===== config.mk =====
export PLATFORM = sky130hd
export DESIGN_NAME = graph_depth_first_walk
export DESIGN_NICKNAME = d
export VERILOG_FILES = /design/src/hdl/gdfw_pkg.sv /design/src/hdl/graph_depth_first_walk.sv /design/src/hdl/gdfw_ram.sv /design/src/hdl/gdfw_front.sv /design/src/hdl/gdfw_back.sv
export SDC_FILE = /design/constraint.sdc
export NUM_CORES = 1
export LEC_CHECK = 0
export ABC_AREA = 1
export BUFFER_PORTS_ARGS = -buffer_cell sky130_fd_sc_hd__buf_2
export CAP_MARGIN = 10
export CORE_ASPECT_RATIO = 1.5
export CORE_MARGIN = 2
export CORE_UTILIZATION = 55
export DETAILED_ROUTE_END_ITERATION = 10
export PLACE_DENSITY = 0.71
export RECOVER_POWER = 50
export SLEW_MARGIN = 20
export SYNTH_ARGS = -nofsm -noshare
export SYNTH_HDL_FRONTEND = slang
export SYNTH_SLANG_ARGS = --single-unit

===== constraint.sdc =====
create_clock -name clk -period 14.25 [get_ports clk]
set_clock_uncertainty 0.1 [all_clocks]
set_input_delay 0.7125 -clock clk [delete_from_list [all_inputs] [get_ports clk]]
set_output_delay 0.7125 -clock clk [all_outputs]
set_load 0.005 [all_outputs]

===== src/hdl/gdfw_pkg.sv =====
// Package for the depth-first graph walk engine: sizes, action codes, status
// codes and the command struct passed from front end to back end. No dependencies.
package gdfw_pkg;
  localparam int NODE_COUNT = 16;
  localparam int MAX_DEGREE = 8;
  localparam int NW  = $clog2(NODE_COUNT);
  localparam int DW  = $clog2(MAX_DEGREE);
  localparam int CW  = $clog2(MAX_DEGREE + 1);
  localparam int SW  = $clog2(NODE_COUNT + 1);
  localparam int AW  = NW + DW;
  localparam int STORE_DEPTH = NODE_COUNT * MAX_DEGREE;
  localparam int QDEPTH = 2;

  localparam logic [1:0] ACT_ADD   = 2'd0;
  localparam logic [1:0] ACT_WALK  = 2'd1;
  localparam logic [1:0] ACT_CLRV  = 2'd2;
  localparam logic [1:0] ACT_CLRG  = 2'd3;

  localparam logic [1:0] ST_NODE = 2'd0;
  localparam logic [1:0] ST_DONE = 2'd1;
  localparam logic [1:0] ST_DROP = 2'd2;

  typedef struct packed {
    logic [1:0]    action;
    logic [NW-1:0] node_a;
    logic [NW-1:0] node_b;
    logic          directed;
  } cmd_t;
endpackage


===== src/hdl/graph_depth_first_walk.sv =====
// Top level of the depth-first graph walk engine: front-end command queue
// and back-end walker. Depends on gdfw_pkg, gdfw_front, gdfw_back.
//
// Commands are taken while busy is low into a two-entry queue. When the back
// end is free, edge, clear and already-visited traverse commands answer one
// registered beat once read from the queue (an undirected add first passes
// S_ARC2). A traversal passes S_TOP, S_RD and S_CHK for each neighbour
// entry examined, S_RD covering the registered read of the neighbour RAM,
// and S_TOP per stack pop; each newly reached node is a beat in preorder,
// last on the final one. Result beats cannot be held off by the receiver.
module graph_depth_first_walk import gdfw_pkg::*; (
  input  logic          clk,
  input  logic          rst_n,
  input  logic          start,
  output logic          busy,
  input  logic [1:0]    in_action,
  input  logic [NW-1:0] in_node_a,
  input  logic [NW-1:0] in_node_b,
  input  logic          in_directed,
  output logic          out_valid,
  output logic [NW-1:0] out_node,
  output logic [1:0]    out_status,
  output logic          out_last
);
  logic pop, q_valid;
  cmd_t q_cmd;

  gdfw_front u_front (
    .clk, .rst_n, .start, .busy, .in_action, .in_node_a, .in_node_b,
    .in_directed, .pop, .q_valid, .q_cmd
  );

  gdfw_back u_back (
    .clk, .rst_n, .q_valid, .q_cmd, .pop, .out_valid, .out_node,
    .out_status, .out_last
  );
endmodule


===== src/hdl/gdfw_ram.sv =====
// Generic single-port-write, single-read RAM with registered read data.
// No dependencies.
module gdfw_ram #(
  parameter int WIDTH = 8,
  parameter int DEPTH = 16
) (
  input  logic                     clk,
  input  logic                     we,
  input  logic [$clog2(DEPTH)-1:0] waddr,
  input  logic [WIDTH-1:0]         wdata,
  input  logic [$clog2(DEPTH)-1:0] raddr,
  output logic [WIDTH-1:0]         rdata
);
  logic [WIDTH-1:0] mem [DEPTH];

  always_ff @(posedge clk) begin
    if (we) mem[waddr] <= wdata;
    rdata <= mem[raddr];
  end
endmodule


===== src/hdl/gdfw_front.sv =====
// Front end: takes commands and queues them for the back end.
// Depends on gdfw_pkg.
module gdfw_front import gdfw_pkg::*; (
  input  logic          clk,
  input  logic          rst_n,
  input  logic          start,
  output logic          busy,
  input  logic [1:0]    in_action,
  input  logic [NW-1:0] in_node_a,
  input  logic [NW-1:0] in_node_b,
  input  logic          in_directed,
  input  logic          pop,
  output logic          q_valid,
  output cmd_t          q_cmd
);
  localparam int QW = $clog2(QDEPTH);
  cmd_t             q_r [QDEPTH];
  logic [QW-1:0]    wp_r, rp_r;
  logic [QW:0]      cnt_r;
  logic             push;

  assign busy    = (cnt_r == (QW+1)'(QDEPTH));
  assign push    = start && !busy;
  assign q_valid = (cnt_r != '0);
  assign q_cmd   = q_r[rp_r];

  // payload store
  always_ff @(posedge clk) begin
    if (push) q_r[wp_r] <= '{in_action, in_node_a, in_node_b, in_directed};
  end

  // pointers and fill level
  always_ff @(posedge clk) begin
    if (!rst_n) begin
      wp_r <= '0; rp_r <= '0; cnt_r <= '0;
    end else begin
      if (push) wp_r <= wp_r + 1'b1;
      if (pop)  rp_r <= rp_r + 1'b1;
      cnt_r <= cnt_r + (QW+1)'(push) - (QW+1)'(pop);
    end
  end
endmodule


===== src/hdl/gdfw_back.sv =====
// Back end: executes queued commands, owns degree counts, visited marks,
// the walk stack and the neighbour RAM. Depends on gdfw_pkg, gdfw_ram.
module gdfw_back import gdfw_pkg::*; (
  input  logic          clk,
  input  logic          rst_n,
  input  logic          q_valid,
  input  cmd_t          q_cmd,
  output logic          pop,
  output logic          out_valid,
  output logic [NW-1:0] out_node,
  output logic [1:0]    out_status,
  output logic          out_last
);
  typedef enum logic [2:0] {
    S_IDLE, S_ARC2, S_TOP, S_RD, S_CHK, S_END
  } state_t;

  state_t          st_r;
  cmd_t            cmd_r;
  logic [CW-1:0]   deg_r [NODE_COUNT];
  logic            vis_r [NODE_COUNT];
  logic [NW-1:0]   stk_node_r [NODE_COUNT];
  logic [CW-1:0]   stk_pos_r  [NODE_COUNT];
  logic [SW-1:0]   sp_r;
  logic            drop_r;
  logic            we;
  logic [AW-1:0]   waddr, raddr;
  logic [NW-1:0]   wdata, rdata;
  logic [NW-1:0]   top_node;
  logic [CW-1:0]   top_pos;
  logic [NW-1:0]   tidx;

  assign tidx     = NW'(sp_r - 1'b1);
  assign top_node = stk_node_r[tidx];
  assign top_pos  = stk_pos_r[tidx];
  assign raddr    = {top_node, top_pos[DW-1:0]};

  // arc write for the first or second arc of an add
  always_comb begin
    we = 1'b0; waddr = '0; wdata = '0;
    if (st_r == S_IDLE && q_valid && q_cmd.action == ACT_ADD &&
        deg_r[q_cmd.node_a] != CW'(MAX_DEGREE)) begin
      we = 1'b1; waddr = {q_cmd.node_a, deg_r[q_cmd.node_a][DW-1:0]};
      wdata = q_cmd.node_b;
    end else if (st_r == S_ARC2 && deg_r[cmd_r.node_b] != CW'(MAX_DEGREE)) begin
      we = 1'b1; waddr = {cmd_r.node_b, deg_r[cmd_r.node_b][DW-1:0]};
      wdata = cmd_r.node_a;
    end
  end

  gdfw_ram #(.WIDTH(NW), .DEPTH(STORE_DEPTH)) u_store (
    .clk, .we, .waddr, .wdata, .raddr, .rdata
  );

  assign pop = (st_r == S_IDLE) && q_valid;

  // sequencer: state and registered outputs
  always_ff @(posedge clk) begin
    if (!rst_n) begin
      st_r <= S_IDLE; sp_r <= '0; out_valid <= 1'b0; drop_r <= 1'b0;
      for (int i = 0; i < NODE_COUNT; i++) begin
        deg_r[i] <= '0; vis_r[i] <= 1'b0;
      end
    end else begin
      out_valid <= 1'b0; out_node <= '0; out_status <= ST_DONE; out_last <= 1'b1;
      case (st_r)
        S_IDLE: if (q_valid) begin
          cmd_r <= q_cmd;
          case (q_cmd.action)
            ACT_ADD: begin
              if (we) deg_r[q_cmd.node_a] <= deg_r[q_cmd.node_a] + 1'b1;
              if (q_cmd.directed) begin
                out_valid <= 1'b1;
                out_status <= we ? ST_DONE : ST_DROP;
              end else begin
                drop_r <= !we; st_r <= S_ARC2;
              end
            end
            ACT_WALK: begin
              if (vis_r[q_cmd.node_a]) out_valid <= 1'b1;
              else begin
                vis_r[q_cmd.node_a] <= 1'b1;
                stk_node_r[0] <= q_cmd.node_a; stk_pos_r[0] <= '0;
                sp_r <= SW'(1); st_r <= S_TOP;
                // the start node is held back until we know if it is last
              end
            end
            ACT_CLRV: begin
              for (int i = 0; i < NODE_COUNT; i++) vis_r[i] <= 1'b0;
              out_valid <= 1'b1;
            end
            default: begin
              for (int i = 0; i < NODE_COUNT; i++) deg_r[i] <= '0;
              out_valid <= 1'b1;
            end
          endcase
        end
        S_ARC2: begin
          if (we) deg_r[cmd_r.node_b] <= deg_r[cmd_r.node_b] + 1'b1;
          out_valid <= 1'b1;
          out_status <= (drop_r || !we) ? ST_DROP : ST_DONE;
          st_r <= S_IDLE;
        end
        S_TOP: begin
          if (sp_r == '0) st_r <= S_END;
          else if (top_pos >= deg_r[top_node]) sp_r <= sp_r - 1'b1;
          else st_r <= S_RD;
        end
        S_RD: begin
          stk_pos_r[tidx] <= top_pos + 1'b1;
          st_r <= S_CHK;
        end
        S_CHK: begin
          st_r <= S_TOP;
          if (!vis_r[rdata] && sp_r < SW'(NODE_COUNT)) begin
            // emit the node pending from before, then hold this one
            out_valid <= 1'b1; out_status <= ST_NODE; out_last <= 1'b0;
            out_node <= cmd_r.node_a;
            cmd_r.node_a <= rdata;
            vis_r[rdata] <= 1'b1;
            stk_node_r[NW'(sp_r)] <= rdata; stk_pos_r[NW'(sp_r)] <= '0;
            sp_r <= sp_r + 1'b1;
          end
        end
        S_END: begin
          out_valid <= 1'b1; out_status <= ST_NODE; out_last <= 1'b1;
          out_node <= cmd_r.node_a;
          st_r <= S_IDLE;
        end
        default: st_r <= S_IDLE;
      endcase
    end
  end
endmodule


==> results.sh, run 1 <==
export IMPL_fin_setup_tns_ns=0
export IMPL_finalHoldViolCount=0
export IMPL_first_global_vias=25868
export IMPL_cp_common_cell="nand2_1"
export IMPL_grt_max_degree=157
export IMPL_ys_ff_latch=780
export IMPL_track_usage_pct=27.8
export IMPL_synth_area_leader_cell="edfxtp_1"
export IMPL_dpl_cell_area_um2=37000
export IMPL_setup_viol=0
export IMPL_worstPathRequired_ns=14.48
export IMPL_cts_buffers=75
export IMPL_final_cell_mix="edfxtp_1 (741), nand2_1 (739), nand3_1 (628), inv_1 (381), nor2_1 (294)"
export IMPL_rsz0062_at_grt="no"
export IMPL_postLayoutSetupSlackWorst_ns=5.46
export IMPL_dr_first_iter_drc_count=2633
export IMPL_cts_repair_resized=0
export IMPL_ant_nets=0
export IMPL_crit_path_end="u_back.u_store.mem[48][0]$_DFFE_PP_"
export IMPL_gp_congestion=0.977
export IMPL_dpl_hpwl_um=58200
export IMPL_worstSetupPathType="register to register"
export IMPL_cts_tree="done"
export IMPL_worstPathArrival_ns=9.02
export IMPL_vias_per_cell=5.87
export IMPL_worst_path_max_fanout=73
export IMPL_crit_slowest_cell="clkbuf_1"
export IMPL_gr_total_overflow=0
export IMPL_syn_nets=3655
export IMPL_postRouteWirelength_um=95400
export IMPL_initial_core_util_pct=55.5
export IMPL_rows=115
export IMPL_period_needed_ns=8.79
export IMPL_netlist_top_cells_area="edfxtp_1 (61%), nand3_1 (8.7%), nand2_1 (7.6%)"
export IMPL_hold_path_class="input pin to register"
export IMPL_synth_ff_type="edfxtp_1"
export IMPL_cts_root_buf="clkbuf_16"
export IMPL_max_freq_mhz=114
export IMPL_status="finished with violations"
export IMPL_cp_start_kind="register"
export IMPL_r2r_end="u_back.u_store.mem[48][0]$_DFFE_PP_"
export IMPL_violations="capacitance limit, slew limit"
export IMPL_avgSynthCellArea_um2=10.0
export IMPL_grt_pass1_wl_um=145000
export IMPL_clock_sinks=780
export IMPL_drc=0
export IMPL_dieHeight_um=319
export IMPL_fin_crit_sh_pct=61.7
export IMPL_vias=26376
export IMPL_layout_nets=3578
export IMPL_htree_levels=3
export IMPL_r2r_cells=13
export IMPL_fin_area_um2=39400
export IMPL_rrSetupSlack_ns=5.46
export IMPL_worst_slew_pin_slew_ns=3.72
export IMPL_dieArea_um2=68200
export IMPL_critPathTopFamily="buffers and inverters"
export IMPL_clk_path_buf_depth=3
export IMPL_die_width_um=214
export IMPL_synthArstFlopShare_pct=0
export IMPL_core_area_um2=65500
export IMPL_crit_buf_inv=4
export IMPL_pin_count=23
export IMPL_yosysWarnings=0
export IMPL_hold_buffers=0
export IMPL_critical_path_max_stage_delay_ns=2.58
export IMPL_relSlewSlack_pct=-148
export IMPL_portBuffers=22
export IMPL_worst_setup_path_end_kind="register"
export IMPL_dp_slack_ns=8.89
export IMPL_post_cts_buffers=0
export IMPL_wire_per_inst_um=21.2
export IMPL_netlist_area_leader_share_pct=61.2
export IMPL_yosysUniqueCellTypes=43
export IMPL_layout_drive_gt1_share_pct=5.42
export IMPL_cap_violations=11
export IMPL_slew_violations=425
export IMPL_clk_latency_ns=0.64
export IMPL_synthToLayoutAreaGrowth_pct=8.38
export IMPL_syn_cell_area_um2=36400
export IMPL_clk_pin_slew_worst_paths_ns=0.07
export IMPL_crit_cells=13
export IMPL_ys_seq_area_share_pct=63.4
export IMPL_syn_inst=3631
export IMPL_mostFrequentLayoutCell="edfxtp_1"
export IMPL_synth_edff_count=741
export IMPL_antenna_found_initial=0
export IMPL_diodes=0
export IMPL_firstDrtPassIters=8
export IMPL_path_cells="o21ai_0 > inv_1 > o211ai_1 > nand3_1 > nand2_1 > nor2_2 > nand2_1 > nand2_1 > inv_1 > nand2_1 > o21ai_4 > clkbuf_1 > buf_4"
==> kinds of logic after synthesis <==
| kind of cell | Yosys count | share of synthesized area (%) |
|---|---|---|
| AOI/OAI and AO/OA | 323 | 5.19 |
| xor gates and xnor gates | 5 | 0.120 |
| adders and majority gates | 10 | 0.344 |
| buffers and inverters | 609 | 6.74 |
| DFF | 780 | 63.4 |
| muxes | 2 | 0.0551 |
| and+or+nand+nor | 1902 | 24.2 |
==> per-stage QoR <==
stage | utilization, % | instances | hold slack, ns
after floorplan | - | 3631 | 0.326
after global placement | 56.5 | 4354 | 0.336
after detailed placement | 56.5 | 4354 | 0.344
after CTS | 60.4 | 4491 | 0.140
after global routing | 60.2 | 4491 | 0.147
final | 60.2 | 4491 | 0.161
==> cell usage after synthesis (4+ instances only) <==
cell type	instances
nand3b_1	188
nor2_1	289
nand3_1	629
clkbuf_1	91
ha_1	10
buf_1	22
edfxtp_1	741
inv_1	379
nand4_1	14
dfxtp_1	39
nor3_1	9
or2_2	8
o21ai_0	142
buf_2	95
inv_2	10
nand2_2	8
a22oi_1	8
o21ai_2	4
nor2_2	9
o22ai_1	8
a21oi_2	4
nand2_1	737
o211ai_1	66
o21ai_1	10
a31oi_1	4
a21oi_1	70
buf_4	6
==> state kept, by name, indices dropped and copies added (netlist names), named ones only <==
name and flops:
u_back.cmd_r 8, u_back.deg_r 64, u_back.drop_r 1, u_back.out_last 1, u_back.out_node 4, u_back.out_status 2, u_back.out_valid 1, u_back.sp_r 5
u_back.st_r 3, u_back.stk_node_r 64, u_back.stk_pos_r 64, u_back.u_store.mem 512, u_back.u_store.rdata 4, u_back.vis_r 16, u_front.cnt_r 2, u_front.q_r 22
u_front.rp_r 1, u_front.wp_r 1
==> how the worst min path moves through the flow <==
| stage | slack (ns) | cells past startpoint | to | from |
|---|---|---|---|---|
| 6_report | 0.16 | 1 | u_front.q_r[1][10]$_DFFE_PP_ | in_action[1] |
| 3_5_place_dp | 0.34 | 1 | register | u_front.rp_r$_SDFFE_PN0P_ |
| 2_1_floorplan | 0.33 | 1 | register | u_front.rp_r$_SDFFE_PN0P_ |
| 4_1_cts | 0.14 | 1 | u_front.q_r[1][10]$_DFFE_PP_ | in_action[1] |
| 3_3_place_gp | 0.34 | 1 | register | u_front.rp_r$_SDFFE_PN0P_ |
| 5_1_grt | 0.15 | 1 | u_front.q_r[0][10]$_DFFE_PP_ | in_action[1] |
==> final cells by class <==
type | count | area, um^2
Multi-Input combinational cell | 2242 | 10900
Fill cell | 5439 | 26100
Timing Repair Buffer | 63 | 369
Clock buffer | 85 | 1970
Clock inverter | 52 | 588
Tap cell | 877 | 1100
Inverter | 392 | 1470
Sequential cell | 780 | 23000
==> per-layer routing <==
metal / track usage [%] / share of wire [%] / vias to the layer above / routed length [um]
li1: - / - / 12307 / -
met1: 30.8 / 36 / 12667 / 33900
met2: 50.3 / 52 / 1088 / 49500
met3: 4.09 / 6.6 / 314 / 6270
met4: 16.8 / 5.9 / 0 / 5650
met5: 0 / 0 / - / 0
Power of run 1 is left out: the tool's default activity adds up to more than one toggle a clock period on the data nets, which glitch-free logic cannot reach.
==> inputs of run 2 (changes only) <==
ABC_AREA = 0   (was 1)
clock period = 9.1 ns   (was 14.25 ns; I/O delays follow)
==> run 2 against run 1 <==
Net effect: the flow still finishes with violations (capacitance limit, slew limit); flip-flop and latch count is the same; final cell count fell by 27%; die area down 6.8%; routed wire length shrank 9.8%; clock-buffer cell count grew 10; global-route usage shrank 0.43 points; register-to-register slack got worse by 3.6 ns.
==> results.sh, run 2 <==
export IMPL_hold_path_class="input pin to register"
export IMPL_synth_ff_type="edfxtp_1"
export IMPL_grt_max_degree=107
export IMPL_largest_reg_flops=512
export IMPL_dieArea_um2=63600
export IMPL_firstDrtPassIters=6
export IMPL_layout_nets=2467
export IMPL_power_share_combinational_pct=30.2
export IMPL_synth_edff_count=741
export IMPL_netlist_top_cells_area="edfxtp_1 (66%), mux4_2 (4.9%), mux2i_1 (4.7%)"
export IMPL_dpl_hpwl_um=56700
export IMPL_final_cell_mix="edfxtp_1 (741), nor2_1 (310), nand2_1 (305), mux2i_1 (156), a21oi_1 (97)"
export IMPL_cap_violations=4
export IMPL_cts_repair_resized=0
export IMPL_vias_per_cell=6.43
export IMPL_mostFrequentLayoutCell="edfxtp_1"
export IMPL_status="finished with violations"
export IMPL_violations="capacitance limit, slew limit"
export IMPL_cp_start_kind="register"
export IMPL_ys_seq_area_share_pct=68.0
export IMPL_worst_slew_pin_slew_ns=2.70
export IMPL_worstPathArrival_ns=7.42
export IMPL_syn_inst=2430
export IMPL_gp_congestion=0.957
export IMPL_relSlewSlack_pct=-80.3
export IMPL_worstPathRequired_ns=9.28
export IMPL_rows=111
export IMPL_drc=0
export IMPL_cts_buffers=70
export IMPL_fillerInstances=4530
export IMPL_die_width_um=207
export IMPL_power_w=0.0105
export IMPL_dieHeight_um=308
export IMPL_antenna_found_initial=0
export IMPL_yosysUniqueCellTypes=78
export IMPL_worstHoldPathCells=4
export IMPL_postRouteWirelength_um=86000
export IMPL_clk_path_buf_depth=3
export IMPL_yosysWarnings=0
export IMPL_avgSynthCellArea_um2=13.9
export IMPL_hp_start="start"
export IMPL_switching_power_w=0.00357
export IMPL_period_needed_ns=7.24
export IMPL_fin_crit_sh_pct=79.6
export IMPL_fin_hold_ws_ns=0.174
export IMPL_power_frac_clock_pct=26.5
export IMPL_r2r_cells=9
export IMPL_internal_power_w=0.00695
export IMPL_layout_drive_gt1_share_pct=11.0
export IMPL_slew_violations=215
export IMPL_postLayoutSetupSlackWorst_ns=1.86
export IMPL_setup_viol=0
export IMPL_diodes=0
export IMPL_portBuffers=22
export IMPL_seq_power_share_pct=43.2
export IMPL_hold_end="u_front.wp_r$_SDFFE_PN0P_"
export IMPL_pin_count=23
export IMPL_synth_most_common_cell="edfxtp_1"
export IMPL_clk_latency_ns=0.62
export IMPL_cts_root_buf="clkbuf_16"
export IMPL_syn_nets=2454
export IMPL_htree_levels=3
export IMPL_synthArstFlopShare_pct=0
export IMPL_irDropWorstVdd_mv=0.195
export IMPL_synth_cells_most_frequent="edfxtp_1 (741), nor2_1 (310), nand2_1 (305)"
export IMPL_worst_path_max_fanout=73
export IMPL_track_usage_pct=27.4
export IMPL_clk_pin_slew_worst_paths_ns=0.06
export IMPL_switching_share_pct=34.0
export IMPL_regMostFlops="u_back.u_store.mem"
export IMPL_netlist_area_leader_share_pct=65.7
export IMPL_clock_sinks=780
export IMPL_dr_first_iter_drc_count=2476
export IMPL_rrSetupSlack_ns=1.86
export IMPL_first_global_vias=21029
export IMPL_rsz0062_at_grt="no"
export IMPL_finalHoldViolCount=0
export IMPL_worstSetupPathType="register to register"
export IMPL_dp_slack_ns=3.08
export IMPL_p_per_area_nw_per_um2=285
export IMPL_ant_nets=0
export IMPL_worst_setup_path_end_kind="register"
export IMPL_cts_tree="done"
export IMPL_synthToLayoutAreaGrowth_pct=8.89
export IMPL_ys_ff_latch=780
export IMPL_vias=21089
export IMPL_r2r_end="u_back.u_store.mem[104][3]$_DFFE_PP_"
export IMPL_max_freq_mhz=138
export IMPL_fin_setup_tns_ns=0
export IMPL_grt_pass1_wl_um=128000
export IMPL_core_area_um2=61000
export IMPL_p_leak_nw=12.0
export IMPL_syn_cell_area_um2=33800
export IMPL_gr_total_overflow=0
export IMPL_post_cts_buffers=0
export IMPL_initial_core_util_pct=55.5
export IMPL_synth_area_leader_cell="edfxtp_1"
export IMPL_wire_per_inst_um=26.2
==> run 2: through the flow <==
step	utilization (%)	area, um^2	instances
after global routing	60.5	36900	3281
after CTS	60.6	37000	3281
after floorplan	-	33800	2430
after detailed placement	57.0	34800	3151
after global placement	56.9	34700	3150
final	60.5	36900	3281
==> run 2: repair_timing <==
action	CTS	global route
endpoints found under the hold margin	22	0
hold buffers	11	0
endpoints found under the setup margin	0	0
==> run 2: layout make-up <==
class / count / area (um^2) / share of cell area, %
Multi-Input combinational cell: 1486 / 10100 / 27.5
Tap cell: 791 / 990 / 2.69
Clock buffer: 95 / 1920 / 5.21
Timing Repair Buffer: 79 / 518 / 1.41
Sequential cell: 780 / 23000 / 62.5
Clock inverter: 24 / 169 / 0.458
Inverter: 26 / 104 / 0.282
==> run 2: worst max-delay path by stage <==
stage | from | to | cells after the start
6_report | register | u_back.u_store.mem[104][3]$_DFFE_PP_ | 9
5_1_grt | register | u_back.u_store.mem[21][3]$_DFFE_PP_ | 9
4_1_cts | u_back.sp_r[1]$_SDFFE_PN0P_ | u_back.sp_r[1]$_SDFFE_PN0P_ | 20
3_5_place_dp | u_back.sp_r[1]$_SDFFE_PN0P_ | u_back.sp_r[2]$_SDFFE_PN0P_ | 20
3_3_place_gp | u_back.sp_r[1]$_SDFFE_PN0P_ | u_back.sp_r[2]$_SDFFE_PN0P_ | 20
2_1_floorplan | register | u_back.u_store.mem[0][0]$_DFFE_PP_ | 9
==> run 2: power groups by stage <==
stage	logic, W	registers (W)	clock network, W
2_1_floorplan	0.00216	0.00457	0
3_3_place_gp	0.00307	0.00460	0
3_5_place_dp	0.00314	0.00461	0
4_1_cts	0.00315	0.00453	0.00282
5_1_grt	0.00336	0.00456	0.00295
6_report	0.00318	0.00455	0.00279
==> run 2: kinds of logic after synthesis <==
family                   Yosys count  share of synthesized area [%]
AO/OA/AOI/OAI                    398                           8.04
multiplexers                     269                           10.9
adder cells (fa/ha/maj)           10                          0.370
XOR/XNOR                          10                          0.336
flip-flops                       780                           68.0
AND/OR/NAND/NOR                  799                           10.1
buffers and inverters            164                           2.28
==> run 2: worst max-delay path, stage by stage, from the launching register on <==
cell and delay, ns:
dfxtp_1 0.90, mux2_1 1.10, mux4_2 0.63, a22o_1 0.29
nor2_1 0.14, o41ai_1 0.10, clkbuf_1 0.42, o21ai_4 0.30
clkbuf_1 1.93, buf_4 0.93
==> run 2: layer usage <==
layer,track usage (%),routed length [um],vias to the layer above
li1,-,-,9302
met1,32.6,30700,10508
met2,48.1,45000,1035
met3,3.80,5600,244
met4,14.0,4720,0
met5,0,0,-
No activity file was read; power rests on OpenSTA's default activity.
